--- src/hdl/morse_key_decoder_defines.svh ---
// Assertion macros shared by the morse key decoder RTL.
// Depends on a clock named clk and a synchronous reset named rst in scope.
`ifndef MORSE_KEY_DECODER_DEFINES_SVH
`define MORSE_KEY_DECODER_DEFINES_SVH

// cond must never hold outside reset
`define MKD_ASSERT_NEVER(lbl, cond, msg) \
  lbl: assert property (@(posedge clk) disable iff (rst) !(cond)) else $error(msg);

// ante in one cycle implies cons in the same cycle
`define MKD_ASSERT_IMPL(lbl, ante, cons, msg) \
  lbl: assert property (@(posedge clk) disable iff (rst) (ante) |-> (cons)) else $error(msg);

// ante in one cycle implies cons in the next cycle
`define MKD_ASSERT_NEXT(lbl, ante, cons, msg) \
  lbl: assert property (@(posedge clk) disable iff (rst) (ante) |=> (cons)) else $error(msg);

`endif

--- src/hdl/mkd_pkg.sv ---
// Types, constants and the Morse symbol table for the morse key decoder.
// No dependencies.
package mkd_pkg;

  localparam int DUR_W    = 16;
  localparam int SYM_W    = 6;
  localparam int CNT_W    = 4;
  localparam int LOOKUP_W = 16;
  localparam int CFG_AW   = 4;
  localparam int CFG_DW   = 32;
  localparam int QDEPTH   = 2;
  localparam int QPTR_W   = $clog2(QDEPTH);
  localparam int QCNT_W   = $clog2(QDEPTH + 1);
  localparam int NUM_SYMBOLS = 39;

  localparam logic [SYM_W-1:0] SYM_UNKNOWN = 6'd39;

  localparam logic [1:0] REG_DASH   = 2'd0;
  localparam logic [1:0] REG_IGNORE = 2'd1;
  localparam logic [1:0] REG_END    = 2'd2;

  localparam logic [DUR_W-1:0] DASH_RESET   = 16'd300;
  localparam logic [DUR_W-1:0] IGNORE_RESET = 16'd1000;
  localparam logic [DUR_W-1:0] END_RESET    = 16'd2000;

  typedef enum logic [1:0] {
    OP_DOT  = 2'd0,
    OP_DASH = 2'd1,
    OP_END  = 2'd2
  } mkd_op_t;

  typedef struct packed {
    logic    valid;
    mkd_op_t op;
  } mkd_qent_t;

  typedef struct packed {
    logic [DUR_W-1:0] dash;
    logic [DUR_W-1:0] ignore;
    logic [DUR_W-1:0] fin;
  } mkd_thr_t;

  // element codes: first element is MSB, dash = 1
  localparam logic [8:0] SYM_CODE [NUM_SYMBOLS] = '{
    9'd1,  9'd8,  9'd10, 9'd4,  9'd0,  9'd2,  9'd6,  9'd0,  9'd0,
    9'd7,  9'd5,  9'd4,  9'd3,  9'd2,  9'd7,  9'd6,  9'd13, 9'd2,
    9'd0,  9'd1,  9'd1,  9'd1,  9'd3,  9'd9,  9'd11, 9'd12,
    9'd31, 9'd15, 9'd7,  9'd3,  9'd1,  9'd0,  9'd16, 9'd24, 9'd28, 9'd30,
    9'd56, 9'd17, 9'd10
  };

  localparam logic [CNT_W-1:0] SYM_LEN [NUM_SYMBOLS] = '{
    4'd2, 4'd4, 4'd4, 4'd3, 4'd1, 4'd4, 4'd3, 4'd4, 4'd2,
    4'd4, 4'd3, 4'd4, 4'd2, 4'd2, 4'd3, 4'd4, 4'd4, 4'd3,
    4'd3, 4'd1, 4'd3, 4'd4, 4'd3, 4'd4, 4'd4, 4'd4,
    4'd5, 4'd5, 4'd5, 4'd5, 4'd5, 4'd5, 4'd5, 4'd5, 4'd5, 4'd5,
    4'd9, 4'd5, 4'd5
  };

  function automatic logic [SYM_W-1:0] mkd_lookup(input logic [LOOKUP_W-1:0] bits,
                                                  input logic [CNT_W-1:0]    cnt);
    logic [SYM_W-1:0] res;
    res = SYM_UNKNOWN;
    for (int s = NUM_SYMBOLS - 1; s >= 0; s--) begin
      if (cnt == SYM_LEN[s] && bits == {{(LOOKUP_W-9){1'b0}}, SYM_CODE[s]}) begin
        res = SYM_W'(s);
      end
    end
    return res;
  endfunction

endpackage

--- src/hdl/mkd_if.sv ---
// Valid/ready channel interfaces for key releases and decoded symbols.
// Depends on mkd_pkg.
interface mkd_key_if import mkd_pkg::*; ();
  logic             valid;
  logic             ready;
  logic [DUR_W-1:0] press_duration_ms;
  modport source (output valid, output press_duration_ms, input ready);
  modport sink   (input valid, input press_duration_ms, output ready);
endinterface

interface mkd_sym_if import mkd_pkg::*; ();
  logic             valid;
  logic             ready;
  logic [SYM_W-1:0] symbol_index;
  modport source (output valid, output symbol_index, input ready);
  modport sink   (input valid, input symbol_index, output ready);
endinterface

--- src/hdl/mkd_front.sv ---
// Front end: accepts key releases and classifies them against the thresholds.
// Depends on mkd_pkg and mkd_key_if.
module mkd_front import mkd_pkg::*; (
  mkd_key_if.sink   key_in,
  input  mkd_thr_t  thr,
  input  logic      q_full,
  output mkd_qent_t push
);

  logic    drop;
  mkd_op_t op;

  // end test first, then ignore, then dash
  always_comb begin
    drop = 1'b0;
    op   = OP_DOT;
    if (key_in.press_duration_ms > thr.fin) begin
      op = OP_END;
    end else if (key_in.press_duration_ms > thr.ignore) begin
      drop = 1'b1;
    end else if (key_in.press_duration_ms > thr.dash) begin
      op = OP_DASH;
    end
  end

  assign key_in.ready = !q_full;
  assign push.valid   = key_in.valid && !q_full && !drop;
  assign push.op      = op;

endmodule

--- src/hdl/mkd_queue.sv ---
// Two-entry queue of classified operations between front and back end.
// Depends on mkd_pkg and morse_key_decoder_defines.svh.
`include "morse_key_decoder_defines.svh"

module mkd_queue import mkd_pkg::*; (
  input  logic      clk,
  input  logic      rst,
  input  mkd_qent_t push,
  input  logic      pop,
  output logic      full,
  output mkd_qent_t head
);

  mkd_op_t           slots [QDEPTH];
  logic [QPTR_W-1:0] wr_ptr;
  logic [QPTR_W-1:0] rd_ptr;
  logic [QCNT_W-1:0] count;

  logic do_push;
  logic do_pop;

  assign do_push = push.valid && !full;
  assign do_pop  = pop && head.valid;

  always_ff @(posedge clk) begin
    if (rst) begin
      wr_ptr <= '0;
      rd_ptr <= '0;
      count  <= '0;
    end else begin
      if (do_push) begin
        wr_ptr <= wr_ptr + 1'b1;
      end
      if (do_pop) begin
        rd_ptr <= rd_ptr + 1'b1;
      end
      count <= count + QCNT_W'(do_push) - QCNT_W'(do_pop);
    end
  end

  always_ff @(posedge clk) begin
    if (do_push) begin
      slots[wr_ptr] <= push.op;
    end
  end

  assign full       = (count == QCNT_W'(QDEPTH));
  assign head.valid = (count != '0);
  assign head.op    = slots[rd_ptr];

  `MKD_ASSERT_NEVER(a_q_no_push_full, push.valid && full, "push into full queue")
  `MKD_ASSERT_NEVER(a_q_no_pop_empty, pop && !head.valid, "pop from empty queue")
  `MKD_ASSERT_NEVER(a_q_count_range, count > QCNT_W'(QDEPTH), "queue count out of range")

endmodule

--- src/hdl/mkd_back.sv ---
// Back end: applies dot/dash/end operations to the sequence, decodes on end.
// Depends on mkd_pkg, mkd_sym_if and morse_key_decoder_defines.svh.
`include "morse_key_decoder_defines.svh"

module mkd_back import mkd_pkg::*; #(
  parameter int MAX_ELEMENTS = 9
) (
  input  logic       clk,
  input  logic       rst,
  input  mkd_qent_t  head,
  output logic       pop,
  mkd_sym_if.source  sym_out
);

  logic [MAX_ELEMENTS-1:0] element_bits;
  logic [CNT_W-1:0]        element_count;
  logic                    length_overflow;
  logic                    out_valid;
  logic [SYM_W-1:0]        out_sym;

  logic             slot_free;
  logic             is_end;
  logic             seq_full;
  logic [SYM_W-1:0] sym_next;

  assign slot_free = !out_valid || sym_out.ready;
  assign is_end    = (head.op == OP_END);
  assign seq_full  = (element_count >= CNT_W'(MAX_ELEMENTS));
  assign pop       = head.valid && (!is_end || slot_free);

  always_comb begin
    if (length_overflow || element_count == '0) begin
      sym_next = SYM_UNKNOWN;
    end else begin
      sym_next = mkd_lookup({{(LOOKUP_W-MAX_ELEMENTS){1'b0}}, element_bits}, element_count);
    end
  end

  always_ff @(posedge clk) begin
    if (rst) begin
      element_bits    <= '0;
      element_count   <= '0;
      length_overflow <= 1'b0;
      out_valid       <= 1'b0;
    end else begin
      // result stays until taken; a decode refills the slot
      out_valid <= (out_valid && !sym_out.ready) || (pop && is_end);
      if (pop) begin
        if (is_end) begin
          element_bits    <= '0;
          element_count   <= '0;
          length_overflow <= 1'b0;
        end else if (seq_full) begin
          length_overflow <= 1'b1;
        end else begin
          element_bits  <= {element_bits[MAX_ELEMENTS-2:0], head.op == OP_DASH};
          element_count <= element_count + 1'b1;
        end
      end
    end
  end

  always_ff @(posedge clk) begin
    if (pop && is_end) begin
      out_sym <= sym_next;
    end
  end

  assign sym_out.valid        = out_valid;
  assign sym_out.symbol_index = out_sym;

  `MKD_ASSERT_NEVER(a_cnt_range, element_count > CNT_W'(MAX_ELEMENTS),
                    "element count above maximum")
  `MKD_ASSERT_IMPL(a_ovf_full, length_overflow, element_count == CNT_W'(MAX_ELEMENTS),
                   "overflow set with sequence not full")
  `MKD_ASSERT_NEXT(a_end_clears, pop && is_end,
                   element_count == '0 && !length_overflow && out_valid,
                   "decode did not clear sequence or post a result")
  `MKD_ASSERT_IMPL(a_no_drop_result, out_valid && !sym_out.ready, !(pop && is_end),
                   "decode would overwrite a pending result")

endmodule

--- src/hdl/morse_key_decoder.sv ---
// Flow: a key release that ends a character is written into the queue, then decoded into
// the output register, from which its symbol shows on sym_out.
// Throughput: one key release per cycle while the queue is not full; the two-entry queue
// and the output register keep input and output stalls apart. Reset (rst, synchronous,
// active high) clears the sequence, the queue and the output valid and loads the thresholds
// with 300, 1000, 2000 ms. Depends on mkd_pkg, mkd_if, mkd_front, mkd_queue and mkd_back.
module morse_key_decoder import mkd_pkg::*; #(
  parameter int MAX_ELEMENTS = 9
) (
  input  logic              clk,
  input  logic              rst,
  mkd_key_if.sink           key_in,
  mkd_sym_if.source         sym_out,
  input  logic              psel,
  input  logic              penable,
  input  logic              pwrite,
  input  logic [CFG_AW-1:0] paddr,
  input  logic [CFG_DW-1:0] pwdata,
  output logic [CFG_DW-1:0] prdata,
  output logic              pready
);

  // Threshold registers; the user must write them only while the decoder is idle (the block
  // does not enforce this), so the front end can compare against them directly at transfer time.
  mkd_thr_t  thr;
  logic      cfg_wr;
  logic [1:0] reg_sel;

  // queue handshake between front and back
  mkd_qent_t push;
  mkd_qent_t head;
  logic      q_full;
  logic      pop;

  assign pready  = 1'b1;
  assign reg_sel = paddr[3:2];
  assign cfg_wr  = psel && penable && pwrite;

  always_ff @(posedge clk) begin
    if (rst) begin
      thr.dash   <= DASH_RESET;
      thr.ignore <= IGNORE_RESET;
      thr.fin    <= END_RESET;
    end else if (cfg_wr) begin
      case (reg_sel)
        REG_DASH:   thr.dash   <= pwdata[DUR_W-1:0];
        REG_IGNORE: thr.ignore <= pwdata[DUR_W-1:0];
        REG_END:    thr.fin    <= pwdata[DUR_W-1:0];
        default:    ; // unmapped address, write dropped
      endcase
    end
  end

  always_comb begin
    case (reg_sel)
      REG_DASH:   prdata = {{(CFG_DW-DUR_W){1'b0}}, thr.dash};
      REG_IGNORE: prdata = {{(CFG_DW-DUR_W){1'b0}}, thr.ignore};
      REG_END:    prdata = {{(CFG_DW-DUR_W){1'b0}}, thr.fin};
      default:    prdata = '0;
    endcase
  end

  // Front: threshold compare, ignored holds never enter the queue.
  mkd_front u_front (
    .key_in (key_in),
    .thr    (thr),
    .q_full (q_full),
    .push   (push)
  );

  // Short queue so a stalled output does not block key transfers at once.
  mkd_queue u_queue (
    .clk  (clk),
    .rst  (rst),
    .push (push),
    .pop  (pop),
    .full (q_full),
    .head (head)
  );

  // Back: shift register of elements, table decode, output register.
  mkd_back #(
    .MAX_ELEMENTS (MAX_ELEMENTS)
  ) u_back (
    .clk     (clk),
    .rst     (rst),
    .head    (head),
    .pop     (pop),
    .sym_out (sym_out)
  );

endmodule

--- src/flat_wrapper.sv ---
// flat-port wrapper written by rule: the top's interface ports become plain ports
module morse_key_decoder_flat import mkd_pkg::*;
#(
  parameter int MAX_ELEMENTS = 9
)
  (clk, rst, psel, penable, pwrite, paddr, pwdata, prdata, pready, key_in_valid, key_in_press_duration_ms, key_in_ready, sym_out_valid, sym_out_symbol_index, sym_out_ready);
  mkd_key_if key_in_i ();
  mkd_sym_if sym_out_i ();
  input  logic clk;
  input  logic rst;
  input  logic psel;
  input  logic penable;
  input  logic pwrite;
  input  logic [CFG_AW-1:0] paddr;
  input  logic [CFG_DW-1:0] pwdata;
  output logic [CFG_DW-1:0] prdata;
  output logic pready;
  input wire logic [$bits(key_in_i.valid)-1:0] key_in_valid;
  input wire logic [$bits(key_in_i.press_duration_ms)-1:0] key_in_press_duration_ms;
  output wire logic [$bits(key_in_i.ready)-1:0] key_in_ready;
  output wire logic [$bits(sym_out_i.valid)-1:0] sym_out_valid;
  output wire logic [$bits(sym_out_i.symbol_index)-1:0] sym_out_symbol_index;
  input wire logic [$bits(sym_out_i.ready)-1:0] sym_out_ready;
  assign key_in_i.valid = key_in_valid;
  assign key_in_i.press_duration_ms = key_in_press_duration_ms;
  assign key_in_ready = key_in_i.ready;
  assign sym_out_valid = sym_out_i.valid;
  assign sym_out_symbol_index = sym_out_i.symbol_index;
  assign sym_out_i.ready = sym_out_ready;
  morse_key_decoder #(.MAX_ELEMENTS(MAX_ELEMENTS)) u_core (.clk(clk), .rst(rst), .key_in(key_in_i), .sym_out(sym_out_i), .psel(psel), .penable(penable), .pwrite(pwrite), .paddr(paddr), .pwdata(pwdata), .prdata(prdata), .pready(pready));
endmodule
--- config.mk ---
export PLATFORM = sky130hd
export DESIGN_NAME = morse_key_decoder_flat
export DESIGN_NICKNAME = d
export VERILOG_FILES = /design/src/hdl/mkd_pkg.sv /design/src/hdl/mkd_if.sv /design/src/hdl/mkd_front.sv /design/src/hdl/mkd_queue.sv /design/src/hdl/mkd_back.sv /design/src/hdl/morse_key_decoder.sv /design/src/flat_wrapper.sv
export VERILOG_INCLUDE_DIRS = /design/src /design/src/hdl
export SDC_FILE = /design/constraint.sdc
export NUM_CORES = 1
export LEC_CHECK = 0
export BUFFER_PORTS_ARGS = -buffer_cell sky130_fd_sc_hd__buf_2
export CAP_MARGIN = 20
export CORE_MARGIN = 10
export CORE_UTILIZATION = 55
export CTS_CLUSTER_SIZE = 16
export DETAILED_ROUTE_END_ITERATION = 16
export PLACE_DENSITY = 0.79
export SETUP_SLACK_MARGIN = 0.5
export SKIP_LAST_GASP = 1
export SLEW_MARGIN = 20
export SYNTH_ARGS = -nofsm -noshare
export SYNTH_HDL_FRONTEND = slang
export SYNTH_SLANG_ARGS = --single-unit
--- constraint.sdc ---
create_clock -name clk -period 3.22 [get_ports clk]
set_input_delay 0.483 -clock clk [delete_from_list [all_inputs] [get_ports clk]]
set_output_delay 0.483 -clock clk [all_outputs]
set_load 0.005 [all_outputs]
Word level (Yosys, flattened, before mapping)
Memories as Yosys holds them, arrays and structs flattened. A register that Yosys moved wholly into a read port is not among the register bits.
Index checks and enable logic that the tools add are counted.
Widths: inputs -> output; s select.
{"block": "word_totals", "ram_bits": 4, "inputBits": 59, "elab_cells": 180, "memories": 1, "output_inout_bits": 41, "regBits": 73, "latchBits": 0, "romBits": 0}
{"name": "u_core.u_queue.slots", "words": 2, "word_bits": 2, "read_ports": 1, "rd_clocked_by_memory_dff": 1, "wr": 1, "line": "mkd_queue.sv:14", "text": "mkd_op_t slots [QDEPTH];"}
{"block": "op_classes", "n_shift": 0, "n_div": 0, "mul": 0, "bitwise_logic": 0, "add_sub_neg": 5, "n_reduce_logical": 69, "mux": 55, "n_lt_le_gt_ge": 4, "eq_ne": 33}
{"operator": "$mux 6", "count": 38}
{"operator": "$eq 9x4->1 const B", "count": 7}
{"operator": "$eq 9x5->1 const B", "count": 6}
{"operator": "$gt 16x16->1", "count": 3}
{"operator": "$logic_and 1x1->1", "count": 48}
{"operator": "$pmux 16 s3", "count": 1}
{"operator": "$eq 9x3->1 const B", "count": 4}
{"operator": "$eq 9x2->1 const B", "count": 2}
{"operator": "$mux 9", "count": 2}
{"operator": "$reduce_or 17->1", "count": 1}
{"operator": "$mux 1", "count": 11}
{"operator": "$reduce_and 2->1", "count": 5}
{"operator": "$eq 9x1->1 const B", "count": 1}
{"operator": "$eq 9x6->1 const B", "count": 1}
{"operator": "$logic_not 9->1", "count": 1}
{"operator": "$reduce_or 9->1", "count": 1}
{"operator": "$eq 4x2->1 const B", "count": 2}
{"operator": "$eq 4x3->1 const B", "count": 2}
{"operator": "$mux 4", "count": 2}
{"operator": "$eq 2x2->1 const B", "count": 3}
{"operator": "$logic_not 1->1", "count": 5}
{"operator": "$add 4x1->4 const B", "count": 1}
{"operator": "$eq 2x1->1 const B", "count": 2}
{"operator": "$eq 4x1->1 const B", "count": 1}
{"operator": "11 further kinds", "count": 16}

Longest topological paths before layout
{"block": "logic_depth", "ltp_word": 41, "depth_mapped": 13, "depth_no_buf": 13}

By module
Synthesis repeated with hierarchy kept, for this count alone.
{"block": "unflattened", "hier_cells": 702, "area_unflattened_um2": 5826.8}
{"mod": "morse_key_decoder", "cells_per_inst": 262, "area_each_um2": 2421.1, "n_inst": 1, "seq_area_each_um2": 960.9}
{"mod": "mkd_back", "cells_per_inst": 240, "area_each_um2": 1796.7, "n_inst": 1, "seq_area_each_um2": 480.5}
{"mod": "mkd_front", "cells_per_inst": 167, "area_each_um2": 1229.9, "n_inst": 1, "seq_area_each_um2": 0.0}
{"mod": "mkd_queue", "cells_per_inst": 33, "area_each_um2": 379.1, "n_inst": 1, "seq_area_each_um2": 220.2}

Least setup slack after synthesis
Ideal clock, no wire load.
{"block": "synth_timing", "path_kind": "input-to-reg", "start": "in key_in_press_duration_ms[13]", "end": "reg u_core.u_queue.count[1]", "stages": 12, "setup_ns": 0.128, "setup_slack_ns": 0.541, "t_required_ns": 3.092, "n_path_buf": 0, "arrival_ns": 2.551, "path_cell_list": "ha_1 > and4_1 > and3_1 > o221ai_1 > a31oi_1 > o21bai_1 > ha_1 > inv_1 > ha_1 > xor2_1 > xnor2_1 > nor2_1"}
{"block": "synth_via", "elab_chain_len": 8, "word_cells_on_any_way": 9, "cone_classes": "add/sub (2); order compare (2); mux (2); reduce/logical (3)"}
{"item": "from (decl)", "line": "flat_wrapper.sv:19", "text": "input wire logic [$bits(key_in_i.press_duration_ms)-1:0] key_in_press_duration_ms;"}
{"item": "$gt 16x16->1", "line": "mkd_front.sv:19", "text": "end else if (key_in.press_duration_ms > thr.ignore) begin"}
{"item": "$mux 1", "line": "mkd_front.sv:19"}
{"item": "$mux 1 *", "line": "mkd_front.sv:17", "text": "if (key_in.press_duration_ms > thr.fin) begin"}
{"item": "$logic_not 1->1 *", "line": "mkd_front.sv:27", "text": "assign push.valid = key_in.valid && !q_full && !drop;"}
{"item": "$logic_and 1x1->1 *", "line": "mkd_front.sv:27"}
{"item": "$logic_and 1x1->1 *", "line": "mkd_queue.sv:22", "text": "assign do_push = push.valid && !full;"}
{"item": "$add 2x1->2 *", "line": "mkd_queue.sv:37", "text": "count <= count + QCNT_W'(do_push) - QCNT_W'(do_pop);"}
{"item": "$sub 2x1->2 *", "line": "mkd_queue.sv:37"}
{"item": "to (signal assigned)", "line": "mkd_queue.sv:37"}
{"item": "to (decl)", "line": "mkd_queue.sv:17", "text": "logic [QCNT_W-1:0] count;"}
Mark *: on every way between the ends. The rest lies on a longest branch, timed or not.
A chain may end at the register's enable or synchronous reset.

Worst setup path in the final report
{"block": "layout_timing", "start": "reg u_core.thr[12] (netlist name)", "end": "reg u_core.u_queue.count[1]"}
{"block": "layout_via", "elab_chain_len": 7}
{"item": "$gt 16x16->1", "line": "mkd_front.sv:17"}
{"item": "$mux 1", "line": "mkd_front.sv:17"}
{"item": "$logic_not 1->1", "line": "mkd_front.sv:27"}
{"item": "$logic_and 1x1->1", "line": "mkd_front.sv:27"}
{"item": "$logic_and 1x1->1", "line": "mkd_queue.sv:22"}
{"item": "$add 2x1->2", "line": "mkd_queue.sv:37"}
{"item": "$sub 2x1->2", "line": "mkd_queue.sv:37"}
No other way between the ends.

==> results.sh <==
export IMPL_syn_cell_area_um2=5570
export IMPL_post_route_period_util=0.829
export IMPL_maxCapViolCount=0
export IMPL_start_util=0.567
export IMPL_dp_cells=876
export IMPL_synthesis_yosys_warnings=0
export IMPL_fmax_mhz=375
export IMPL_muxShareOfSynthArea=0.0326
export IMPL_path_clk_slew_ns=0.10
export IMPL_synthAdderAreaFrac=0.121
export IMPL_die_h_um=121
export IMPL_finalHoldViolations=0
export IMPL_layout_common_cells="nand2_1 (114), buf_2 (64), inv_1 (56)"
export IMPL_outcome="finished, final reports clean"
export IMPL_synth_simple_gate_area_frac=0.243
export IMPL_switching_share=0.333
export IMPL_cpPeakStageDelay_ns=0.39
export IMPL_async_reset_ff_frac=0
export IMPL_grt_pass1_vias=5359
export IMPL_port_buffers=64
export IMPL_final_antenna_net_count=0
export IMPL_seq_power_share=0.395
export IMPL_clock_sink_count=78
export IMPL_ir_drop_mv=0.329
export IMPL_final_common_cell="nand2_1"
export IMPL_die_width_um=121
export IMPL_drive_gt1_frac=0.212
export IMPL_p_leak_uw=0.00258
export IMPL_start_kind="flip-flop"
export IMPL_cts_tree="yes"
export IMPL_rrSetupSlack_ns=0.55
export IMPL_syn_to_final_growth_pct=15.8
export IMPL_synth_cells=706
export IMPL_vias=5520
export IMPL_finClkSkew_ns=0.0175
export IMPL_synth_xor_area_share=0.00786
export IMPL_slew_headroom=0.459
export IMPL_rsz0062_at_grt="true"
export IMPL_rows=36
export IMPL_dp_hpwl_mm=11.8
export IMPL_root_buffer="clkbuf_8"
export IMPL_nFillCells=809
export IMPL_grt_pass1_wl_mm=25.8
export IMPL_power_uw=2810
export IMPL_routed_wl_mm=16.6
export IMPL_critical_path_top_delay_family="simple AND/OR/NAND/NOR gates"
export IMPL_dieArea_um2=14600
export IMPL_combPwrFrac=0.297
export IMPL_vias_per_cell=6.15
export IMPL_crit_chain="inv_1, ha_1, and4_4, nand3_1, nor3_1, a31oi_4, o21bai_4, ha_4, inv_1, ha_2, xor2_1, xnor2_1, nor2_1"
export IMPL_grt_total_usage=0.213
export IMPL_end_kind="flip-flop"
export IMPL_grt_max_degree=44
export IMPL_finalMaxSlewViolations=0
export IMPL_firstDrtPassIters=5
export IMPL_gp_congestion=0.959
export IMPL_ys_flop_type="dfxtp_1"
export IMPL_ys_ff_latch=78
export IMPL_antenna_cells=0
export IMPL_postCtsHoldBufs=0
export IMPL_cts_buffers_inserted=9
export IMPL_avgSynthCellArea_um2=7.89
export IMPL_crit_type="flip-flop to flip-flop"
export IMPL_setup_violations_final=0
export IMPL_min_delay_path_class="input pin to flip-flop"
export IMPL_power_density_nw_per_um2=435
export IMPL_boundaryPins=100
export IMPL_synth_compound_area_share=0.201
export IMPL_drc_errors=0
export IMPL_insertion_delay_ns=0.37
export IMPL_core_area_um2=9820
export IMPL_drt_initial_drc_count=580
export IMPL_clock_path_buffers=2
export IMPL_layout_min_cycle_time_ns=2.67
export IMPL_crit_path_frequent_cell="inv_1"
export IMPL_h_tree_depth=3
export IMPL_worst_ep_required_time_ns=3.44
export IMPL_antenna_found_initial=0
export IMPL_wl_per_cell_um=18.5
export IMPL_stdcell_count=898
export IMPL_clkPwrFrac=0.307
export IMPL_switchingPower_uw=935
export IMPL_worstMarginPinSlew_ns=0.811
export IMPL_critPathArrivalTime_ns=2.88
export IMPL_internal_power_uw=1870
export IMPL_crit_buf_inv=2
export IMPL_synth_edf_count=10
export IMPL_nets=874
export IMPL_grt_ovfl_total=0
export IMPL_ys_seq_area_frac=0.298
export IMPL_crit_slowest_cell="nor3_1"
export IMPL_critical_path_max_fanout=3
export IMPL_fin_tns_setup_ns=0
export IMPL_synth_distinct_cells=78
export IMPL_synth_top_family_by_area="simple AND/OR/NAND/NOR gates"
-- worst min-delay path: cells and delay by family --
family                 cells  cell delay [ns]
AO/OA/AOI/OAI              1             0.08
AND/OR/NAND/NOR            1             0.05
buffers and inverters      1             0.10
-- per-stage QoR --
step / util / area (um^2) / hold slack (ns) / setup WS (ns)
6_report: 0.657 / 6450 / 0.365 / 0.552
5_1_grt: 0.657 / 6450 / 0.371 / 0.417
4_1_cts: 0.629 / 6170 / 0.369 / 0.502
3_5_place_dp: 0.602 / 5910 / 0.466 / 0.0757
3_3_place_gp: 0.602 / 5910 / 0.461 / 0.164
2_1_floorplan: - / 5630 / 0.449 / 0.541
-- cell type report --
cell class / count / area (um^2) / area share
Timing Repair Buffer: 84 / 470 / 0.0729
Multi-Input combinational cell: 529 / 3690 / 0.571
Sequential cell: 78 / 1680 / 0.260
Inverter: 59 / 221 / 0.0343
Tap cell: 133 / 166 / 0.0258
Clock buffer: 10 / 149 / 0.0231
Clock inverter: 5 / 80.1 / 0.0124
-- synthesized netlist by cell type (4+ instances only) --
library cell | instances | area, um^2
nand2_1 | 114 | 428
nor2_1 | 44 | 165
a21o_1 | 6 | 45.0
a211oi_1 | 5 | 37.5
nor4_1 | 7 | 43.8
a31oi_1 | 4 | 25.0
inv_1 | 59 | 221
buf_4 | 18 | 135
buf_2 | 9 | 45.0
nand3_1 | 14 | 70.1
o21ai_0 | 31 | 155
o2111ai_1 | 4 | 35.0
and4_1 | 6 | 52.6
and3_1 | 4 | 25.0
edfxtp_1 | 10 | 300
o21ai_1 | 4 | 20.0
nand2b_1 | 9 | 56.3
dfxtp_1 | 68 | 1360
nand4_1 | 8 | 50.1
mux2i_1 | 17 | 170
nor2b_1 | 8 | 50.1
clkbuf_1 | 24 | 90.1
o211ai_1 | 21 | 158
nor3_1 | 16 | 80.1
a21oi_1 | 51 | 255
ha_1 | 54 | 676
a22oi_1 | 9 | 67.6
-- power by group through the flow --
| stage | Combinational [uW] | Clock, uW | Sequential (uW) |
|---|---|---|---|
| 2_1_floorplan | 576 | 0 | 1110 |
| 3_3_place_gp | 744 | 0 | 1130 |
| 3_5_place_dp | 766 | 0 | 1130 |
| 4_1_cts | 775 | 867 | 1110 |
| 5_1_grt | 930 | 911 | 1120 |
| 6_report | 834 | 863 | 1110 |
-- registers in the layout, indices dropped and copies added, names as in the netlist, named ones only --
register and count:
u_core.u_queue.slots 4, u_core.thr 48, u_core.u_back.sym_out.symbol_index 6, u_core.u_back.sym_out.valid 1
u_core.u_queue.count 2, u_core.u_back.element_count 4, u_core.u_back.length_overflow 1, u_core.u_queue.rd_ptr 1
u_core.u_queue.wr_ptr 1, u_core.u_back.element_bits 9
-- worst paths after layout --
| check | cells past startpoint | to | start |
|---|---|---|---|
| worst max register to register | 13 | u_core.u_queue.count[1] | u_core.thr[12] |
| worst min-delay path | 3 | u_core.thr[9] | pwdata[9] |
| worst min register to register | 2 | u_core.thr[11] | u_core.thr[11] |
| worst max-delay path | 13 | u_core.u_queue.count[1] | u_core.thr[12] |
-- kinds of logic after synthesis --
kind of cell | Yosys count
flip-flops | 78
AO/OA/AOI/OAI | 171
AND/OR/NAND/NOR | 264
XOR/XNOR | 5
buffers and inverters | 114
other | 2
adder cells (fa/ha/maj) | 54
multiplexers | 18
-- metal layers --
layer,vias to the layer above,GRT usage,routed length [um]
li1,2587,-,-
met1,2651,0.286,7440
met2,250,0.334,7340
met3,32,0.0507,1520
met4,0,0.0603,278
met5,-,0,0
-- repair_timing --
action / 4_1_cts / 5_1_grt
setup endpoints to repair: 2 / 2
pin swaps: 1 / 13
setup buffers: 1 / 6
resized for setup: 8 / 44
Note: power is estimated with default switching activity, not from simulation.
